--- src/hw/rtl/b2oc_pkg.sv ---
// b2oc_pkg: shared types and constants for the binned offset correction unit
// no dependencies
`timescale 1ns / 1ps
package b2oc_pkg;

    localparam int BinsPerAxis = 12;
    localparam int NumBins     = BinsPerAxis * BinsPerAxis;
    localparam int BinW        = $clog2(NumBins);
    localparam int AxW         = $clog2(BinsPerAxis);
    localparam int SumW        = 48;
    localparam int CntW        = 24;
    localparam int OffW        = 32;
    localparam int MemW        = SumW + CntW;
    localparam int QDepth      = 4;
    localparam int QPtrW       = $clog2(QDepth);

    typedef enum logic [1:0] {
        ACT_ACC  = 2'd0,
        ACT_FIN  = 2'd1,
        ACT_LOOK = 2'd2,
        ACT_NONE = 2'd3
    } t_action;

    typedef enum logic [1:0] {
        REG_WLOW  = 2'd0,
        REG_WHIGH = 2'd1,
        REG_MINC  = 2'd2
    } t_reg_idx;

    // back part sequencer states
    typedef enum logic [3:0] {
        ST_CLEAR, ST_IDLE, ST_ACC_RD, ST_ACC_WR, ST_LK_RD, ST_LK_OUT,
        ST_SUM_RD, ST_SUM_ACC, ST_GDIV, ST_GWAIT, ST_BIN_RD, ST_BIN_CHK,
        ST_BDIV, ST_BWAIT
    } t_bstate;

    // classified command handed from the front to the back
    typedef struct packed {
        t_action                 act;
        logic                    in_win;
        logic [BinW-1:0]         bin;
        logic signed [23:0]      value;
    } t_cmd;

endpackage

--- src/hw/rtl/b2oc_front.sv ---
// b2oc_front: accepts items, locates the bin and queues classified commands
// depends on b2oc_pkg
`timescale 1ns / 1ps
module b2oc_front (
    input  logic                     i_clk,
    input  logic                     i_rst_n,
    input  logic                     i_push,
    output logic                     o_full,
    input  logic [1:0]               i_action,
    input  logic signed [15:0]       i_coord_x,
    input  logic signed [15:0]       i_coord_y,
    input  logic signed [23:0]       i_sample_value,
    input  logic signed [15:0]       i_wlow,
    input  logic signed [15:0]       i_whigh,
    input  logic                     i_cmd_take,
    output logic                     o_cmd_valid,
    output b2oc_pkg::t_cmd           o_cmd
);
    import b2oc_pkg::*;

    // stage one: raw capture
    logic        r_s1_v;
    logic [1:0]  r_s1_act;
    logic signed [16:0] r_dx, r_dy, r_span;
    logic        r_s1_in;
    logic signed [23:0] r_s1_val;
    // stage two: scaled offsets
    logic        r_s2_v;
    t_cmd        r_s2_cmd;
    logic [20:0] r_px, r_py;
    logic [16:0] r_s2_span;
    // queue
    t_cmd            r_q [QDepth];
    logic [QPtrW-1:0] r_wp, r_rp;
    logic [QPtrW:0]   r_cnt;
    logic            s2_load, q_push, q_pop, accept;
    logic signed [16:0] x17, y17, lo17, hi17;
    logic [AxW-1:0]  ix, iy;
    t_cmd            s2_out;

    assign x17  = 17'(i_coord_x);
    assign y17  = 17'(i_coord_y);
    assign lo17 = 17'(i_wlow);
    assign hi17 = 17'(i_whigh);

    // reserve room for both pipeline stages in the queue
    assign o_full = (32'(r_cnt) + 32'(r_s1_v) + 32'(r_s2_v)) >= QDepth;
    assign accept = i_push && !o_full;

    // stage one: window test and offsets from the low edge
    always_ff @(posedge i_clk) begin
        if (!i_rst_n) begin
            r_s1_v <= 1'b0;
        end else begin
            r_s1_v <= accept;
        end
        r_s1_act <= i_action;
        r_dx     <= x17 - lo17;
        r_dy     <= y17 - lo17;
        r_span   <= hi17 - lo17;
        r_s1_in  <= (x17 >= lo17) && (x17 < hi17) && (y17 >= lo17) && (y17 < hi17);
        r_s1_val <= i_sample_value;
    end

    // stage two: scale by bins per axis
    always_ff @(posedge i_clk) begin
        if (!i_rst_n) begin
            r_s2_v <= 1'b0;
        end else begin
            r_s2_v <= r_s1_v;
        end
        r_s2_cmd.act    <= t_action'(r_s1_act);
        r_s2_cmd.in_win <= r_s1_in;
        r_s2_cmd.value  <= r_s1_val;
        r_s2_cmd.bin    <= '0;
        r_px      <= 21'(r_dx[15:0]) * 21'(BinsPerAxis);
        r_py      <= 21'(r_dy[15:0]) * 21'(BinsPerAxis);
        r_s2_span <= r_span;
    end

    // bin search: quotient is below bins per axis, find by compare
    always_comb begin
        ix = '0;
        iy = '0;
        for (int k = 1; k < BinsPerAxis; k++) begin
            if (r_px >= 21'(k) * 21'(r_s2_span[15:0])) ix = AxW'(k);
            if (r_py >= 21'(k) * 21'(r_s2_span[15:0])) iy = AxW'(k);
        end
        s2_out     = r_s2_cmd;
        s2_out.bin = BinW'(32'(ix) * BinsPerAxis + 32'(iy));
    end

    assign q_push = r_s2_v;
    assign q_pop  = i_cmd_take && (r_cnt != '0);
    assign s2_load = q_push;

    // command queue
    always_ff @(posedge i_clk) begin
        if (!i_rst_n) begin
            r_wp  <= '0;
            r_rp  <= '0;
            r_cnt <= '0;
        end else begin
            if (s2_load) begin
                r_wp <= r_wp + 1'b1;
            end
            if (q_pop) begin
                r_rp <= r_rp + 1'b1;
            end
            r_cnt <= r_cnt + (QPtrW+1)'(q_push) - (QPtrW+1)'(q_pop);
        end
        if (s2_load) begin
            r_q[r_wp] <= s2_out;
        end
    end

    assign o_cmd_valid = (r_cnt != '0);
    assign o_cmd       = r_q[r_rp];

    a_no_overflow: assert property (@(posedge i_clk) disable iff (!i_rst_n)
        r_cnt <= (QPtrW+1)'(QDepth)) else $error("command queue overflow");
    a_pop_nonempty: assert property (@(posedge i_clk) disable iff (!i_rst_n)
        q_pop |-> r_cnt != '0) else $error("pop from empty queue");
    a_pipe: assert property (@(posedge i_clk) disable iff (!i_rst_n)
        accept |=> r_s1_v) else $error("stage one lost item");
endmodule

--- config.mk ---
export PLATFORM = sky130hd
export DESIGN_NAME = b2oc_front
export DESIGN_NICKNAME = d
export VERILOG_FILES = /design/src/hw/rtl/b2oc_pkg.sv /design/src/hw/rtl/b2oc_front.sv
export SDC_FILE = /design/constraint.sdc
export NUM_CORES = 1
export LEC_CHECK = 0
export BUFFER_PORTS_ARGS = -buffer_cell sky130_fd_sc_hd__buf_4
export CORE_MARGIN = 10
export CORE_UTILIZATION = 56
export CTS_CLUSTER_DIAMETER = 50
export DETAILED_ROUTE_END_ITERATION = 10
export GPL_ROUTABILITY_DRIVEN = 0
export HOLD_SLACK_MARGIN = 0.05
export PLACE_DENSITY = 0.82
export SYNTH_ARGS = -nofsm -noshare
export SYNTH_HDL_FRONTEND = slang
export SYNTH_SLANG_ARGS = --single-unit
--- constraint.sdc ---
create_clock -name i_clk -period 11.49 [get_ports i_clk]
set_input_delay 3.447 -clock i_clk [delete_from_list [all_inputs] [get_ports i_clk]]
set_output_delay 3.447 -clock i_clk [all_outputs]
set_load 0.005 [all_outputs]
==> results.toml, run 1 <==
[run_status]
outcome = "finished clean"

[routing]
drt_wl_total_um = 65600
via_per_inst = 6.28
drc_errors = 0
first_pass_iters = 11
num_vias = 20115
wl_per_cell_um = 20.5
final_antenna_net_count = 0
drtIter0Drc = 1298

[clock_tree]
cts_inserted_buffers = 31
cts_max_level = 1
clockRootBuffer = "clkbuf_16"
cts_tree = "done"
cts_setup_buffers = 0
clock_latency_ns = 0.58
cts_repair_resize_count = 0
cts_max_path_buffers = 3
cts_hold_buf = 0
path_clk_slew_ns = 0.07
cts.sinks = 305

[worst_setup_path]
cpPeakStageDelay_ns = 0.80
rr_startpoint = "r_s2_span[3]$_DFF_P_"
crit_path_end_kind = "flip-flop"
critical_path_required_ns = 11.81
path_class = "flip-flop to flip-flop"
crit_top_cell = "o21ai_0"
path_buf_inv = 0
crit_path_max_fanout = 11
startpoint_type = "flip-flop"
critical_path.top_delay_family = "compound AO/OA/AOI/OAI gates"
startpoint = "r_s2_span[3]$_DFF_P_"
crit_arrival_ns = 8.70
crit_slowest_cell = "o41ai_1"

[place]
port_buffers = 130
dp_hpwl_um = 50800

[yosys]
yosys_register_bits = 305
ys_types = 94
synth_edf_count = 140
syn-num-nets = 3134
syn_avg_cell_area_sq_um = 10.4
ys_async_sr_fraction_pct = 0
netlist_area_sq_mm = 0.0252
synth-seq-area-share_pct = 29.8
yosys_most_used_dff = "dfxtp_1"
yosys_warnings = 0
syn_inst = 2422

[timing]
rsz0062_at_grt = "false"
max_freq_ghz = 0.119
finalSetupViolations = 0
hold_viol = 0
fin_tns_setup_ns = 0
fin_crit_ns = 8.39
finClkSkew_ns = 0.0124
min_period_over_period_pct = 73.0
slew_headroom_pct = 34.0
slew_viol_final = 0
tightestPinTransition_ns = 0.978

[global_route]
grt_pass1_wl_um = 106000
track_usage_pct = 24.0
antenna_found_initial = 0
first_global_vias = 21472
grt_max_degree = 36
gr-total-overflow = 0

[die]
design.die.area_sq_mm = 0.0538
rows = 77
start_util_pct = 56.8
fp.dieH_um = 232
die_w_um = 232
core_area_sq_mm = 0.0443
io_pins = 131

[finish]
nNetsFinal = 3300
diodes = 0
drive_above_1_share_pct = 10.3
area_delta_synth_final_pct = 11.2

[flow_run]
maxCapViolations = 0

[hold_path]
hold_start = "r_s1_val[1]$_DFF_P_"
hp-class = "flip-flop to flip-flop"
## logic make-up after synthesis
group / share of synthesized area (%)
AOI/OAI and AO/OA: 17.3
xor gates and xnor gates: 4.34
adders and majority gates: 32.0
buffers and inverters: 2.69
DFF: 29.8
muxes: 3.40
and+or+nand+nor: 10.4
## area by class of cell
cell class / instances / area, sq um
Clock buffer: 39 / 846
Clock inverter: 18 / 205
Fill cell: 3419 / 16300
Inverter: 167 / 627
Multi-Input combinational cell: 1939 / 17000
Sequential cell: 305 / 7510
Tap cell: 592 / 741
Timing Repair Buffer: 144 / 1080
## routing by layer
metal / wire [um] / GRT usage [%] / share of wire (%) / vias up
li1: - / - / - / 9514
met5: 0 / 0 / 0 / -
met4: 3920 / 14.0 / 6.0 / 0
met3: 3800 / 3.57 / 5.8 / 287
met2: 32300 / 42.6 / 49 / 747
met1: 25500 / 26.9 / 39 / 9567
## flip-flops by register name, summed over array words and instances, names as in the netlist, 3 cells and up, named ones only
| signal | cells |
|---|---|
| r_q | 140 |
| r_span | 16 |
| r_dx | 16 |
| r_px | 18 |
| r_cnt | 3 |
| r_py | 18 |
| r_dy | 16 |
| r_s1_val | 24 |
| r_s2_cmd | 27 |
| r_s2_span | 16 |
## layout by cell type, fill, tap and decap left out, types with 46 or more instances in the layout
cell	synthesis	routed
a21o_1	103	103
a21oi_1	155	155
buf_4	0	144
dfxtp_1	165	164
edfxtp_1	140	140
ha_1	577	577
inv_1	166	166
nand2_1	88	88
nand3_1	58	58
nor2_1	129	129
nor2b_1	50	50
nor3_1	46	46
o21ai_0	114	114
xnor2_1	78	78
## final timing paths
path         slack, ns                   end  depth (start not counted)
min               0.32   r_s2_cmd[1]$_DFF_P_                          0
max reg2reg       3.10  r_q[0][31]$_DFFE_PP_                         29
max               3.10  r_q[0][31]$_DFFE_PP_                         29
min reg2reg       0.32   r_s2_cmd[1]$_DFF_P_                          0
## metrics by stage
| step | utilization, % | std cells | setup slack [ns] | instance area, sq um | hold WS [ns] |
|---|---|---|---|---|---|
| 3_5_place_dp | 60.8 | 3147 | 3.44 | 26900 | 0.312 |
| 6_report | 63.2 | 3204 | 3.10 | 28000 | 0.324 |
| 3_3_place_gp | 60.8 | 3147 | 3.70 | 26900 | 0.312 |
| 4_1_cts | 63.2 | 3204 | 3.22 | 28000 | 0.323 |
| 5_1_grt | 63.2 | 3204 | 2.50 | 28000 | 0.328 |
| 2_1_floorplan | - | 2422 | 4.63 | 25200 | 0.310 |
## synth_stat cells, types with 50 or more instances
library cell,instances,area share (%)
ha_1,577,29
inv_1,166,2.5
dfxtp_1,165,13
a21oi_1,155,3.1
edfxtp_1,140,17
nor2_1,129,1.9
o21ai_0,114,2.3
a21o_1,103,3.1
nand2_1,88,1.3
xnor2_1,78,2.7
nand3_1,58,1.2
nor2b_1,50,1.2
Power of run 1 is left out: the tool's default activity adds up to more than one toggle a clock period on the data nets, which glitch-free logic cannot reach.
==> run 2, diff against run 1 <==
- clock period: 11.49 -> 8.3 ns (I/O delays scaled with it)
==> run 2 against run 1 <==
Against the previous run: critical path type unchanged; design area rose by 0.46%; largest cell class unchanged; count of clock-buffer cells in the layout rose by 6; final cell count rose by 0.28%; wire length rose by 0.19%; hold slack got worse by 0.0021 ns; die area did not move; worst setup slack got worse by 2.6 ns; core utilization rose by 0.29 points; maximum frequency rose by 7.2%; via count rose by 0.67%; first-iteration DRC count rose by 2.9%.
==> results.toml, run 2 (same netlist as run 1, synthesis figures left out) <==
[run_status]
outcome = "finished clean"

[finish]
n_fill_cell = 3313
drive_above_1_share_pct = 10.6
diodes = 0
nNetsFinal = 3307
top_regs = "r_q x140, r_s2_cmd x27, r_s1_val x24"
final_cell_mix = "ha_1, inv_1, dfxtp_1, a21oi_1, buf_4"
fin_util_pct = 63.5
largest_reg_flops = 140
top_register = "r_q"
final_common_cell = "ha_1"
area_delta_synth_final_pct = 11.7

[clock_tree]
clockRootBuffer = "clkbuf_16"
cts_inserted_buffers = 34
path_clk_slew_ns = 0.06
clock_latency_ns = 0.57
cts_tree = "done"
cts_setup_buffers = 0
cts_repair_resize_count = 0
cts_max_path_buffers = 3
cts_max_level = 2
cts.sinks = 305
cts_hold_buf = 0

[timing]
hold_viol = 0
finClkSkew_ns = 0.0315
min_period_over_period_pct = 94.2
finalSetupViolations = 0
fin_crit_ns = 7.82
fin_tns_setup_ns = 0
slew_headroom_pct = 37.0
tightestPinTransition_ns = 0.933
max_freq_ghz = 0.128
rsz0062_at_grt = "false"
slew_viol_final = 0

[worst_setup_path]
r2r_end = "r_q[3][31]$_DFFE_PP_"
path_buf_inv = 1
crit_path_max_fanout = 11
critical_path_required_ns = 8.57
crit_cells = 31
crit_path_end = "r_q[3][31]$_DFFE_PP_"
path_class = "flip-flop to flip-flop"
crit_slowest_cell = "dfxtp_1"
startpoint_type = "flip-flop"
rr_startpoint = "r_s2_span[3]$_DFF_P_"
crit_arrival_ns = 8.09
startpoint = "r_s2_span[3]$_DFF_P_"
cpPeakStageDelay_ns = 0.65
crit_path_end_kind = "flip-flop"
rr_worst_depth = 31
r2r_slack_ns = 0.48
critical_path.top_delay_family = "compound AO/OA/AOI/OAI gates"

[global_route]
gr-total-overflow = 0
track_usage_pct = 24.1
first_global_vias = 21497
grt_max_degree = 36
grt_pass1_wl_um = 105000
antenna_found_initial = 0

[place]
port_buffers = 130
dp_hpwl_um = 50300

[routing]
drtIter0Drc = 1336
drc_errors = 0
drt_wl_total_um = 65700
first_pass_iters = 5
final_antenna_net_count = 0
wl_per_cell_um = 20.4
num_vias = 20250
via_per_inst = 6.30

[die]
start_util_pct = 56.8
design.die.area_sq_mm = 0.0538
core_area_sq_mm = 0.0443
die_w_um = 232
io_pins = 131
rows = 77
fp.dieH_um = 232

[flow_run]
maxCapViolations = 0

[hold_path]
hp-class = "flip-flop to flip-flop"
hold_path_depth = 0
## run 2: cell count changes in the layout (fill, tap and decap cells not counted), sizes merged
| cell | before | now |
|---|---|---|
| clkinvlp | 0 | 2 |
| buf | 144 | 148 |
| inv | 170 | 171 |
| clkbuf | 39 | 45 |
| clkinv | 12 | 9 |
| bufinv | 3 | 2 |
## run 2: routing by layer
layer	track usage [%]	wire, um	vias up
li1	-	-	9543
met1	27.0	25600	9649
met2	42.2	32000	804
met3	3.87	4220	254
met4	14.8	3820	0
met5	0	0	-
## run 2: how the worst min path moves through the flow
| stage | start | to | slack, ns |
|---|---|---|---|
| floorplan | r_s1_val[0]$_DFF_P_ | r_s2_cmd[0]$_DFF_P_ | 0.31 |
| global placement | r_span[14]$_DFF_P_ | r_s2_span[14]$_DFF_P_ | 0.31 |
| detailed placement | r_s1_val[20]$_DFF_P_ | r_s2_cmd[20]$_DFF_P_ | 0.31 |
| CTS | r_span[15]$_DFF_P_ | r_s2_span[15]$_DFF_P_ | 0.32 |
| global route | r_s1_val[23]$_DFF_P_ | r_s2_cmd[23]$_DFF_P_ | 0.33 |
| finish | r_span[15]$_DFF_P_ | r_s2_span[15]$_DFF_P_ | 0.32 |
## run 2: worst reg2reg max path, delay by kind of cell, from the launching register on
family | cells | cell delay, ns
flip-flops | 1 | 0.65
adder cells (fa/ha/maj) | 6 | 2.17
AO/OA/AOI/OAI | 17 | 3.35
buffers and inverters | 1 | 0.20
AND/OR/NAND/NOR | 6 | 1.00
XOR/XNOR | 1 | 0.17
## run 2: final cells by class
cell class	count	area [sq um]	area share [%]
clock buffer	45	932	3.31
tap	592	741	2.63
timing repair buffer	148	1110	3.95
multi-input combinational	1939	17000	60.4
clock inverter	17	219	0.779
sequential	305	7510	26.7
inverter	167	627	2.23
## run 2: through the flow
step / std cells / worst slack (ns) / hold WS [ns] / area (sq um)
finish: 3213 / 0.479 / 0.322 / 28100
detailed placement: 3151 / 0.694 / 0.312 / 27000
global route: 3213 / 0.0765 / 0.331 / 28100
floorplan: 2422 / 1.44 / 0.310 / 25200
global placement: 3151 / 0.915 / 0.312 / 27000
CTS: 3213 / 0.616 / 0.324 / 28100
Power of run 2 is left out for the same reason.
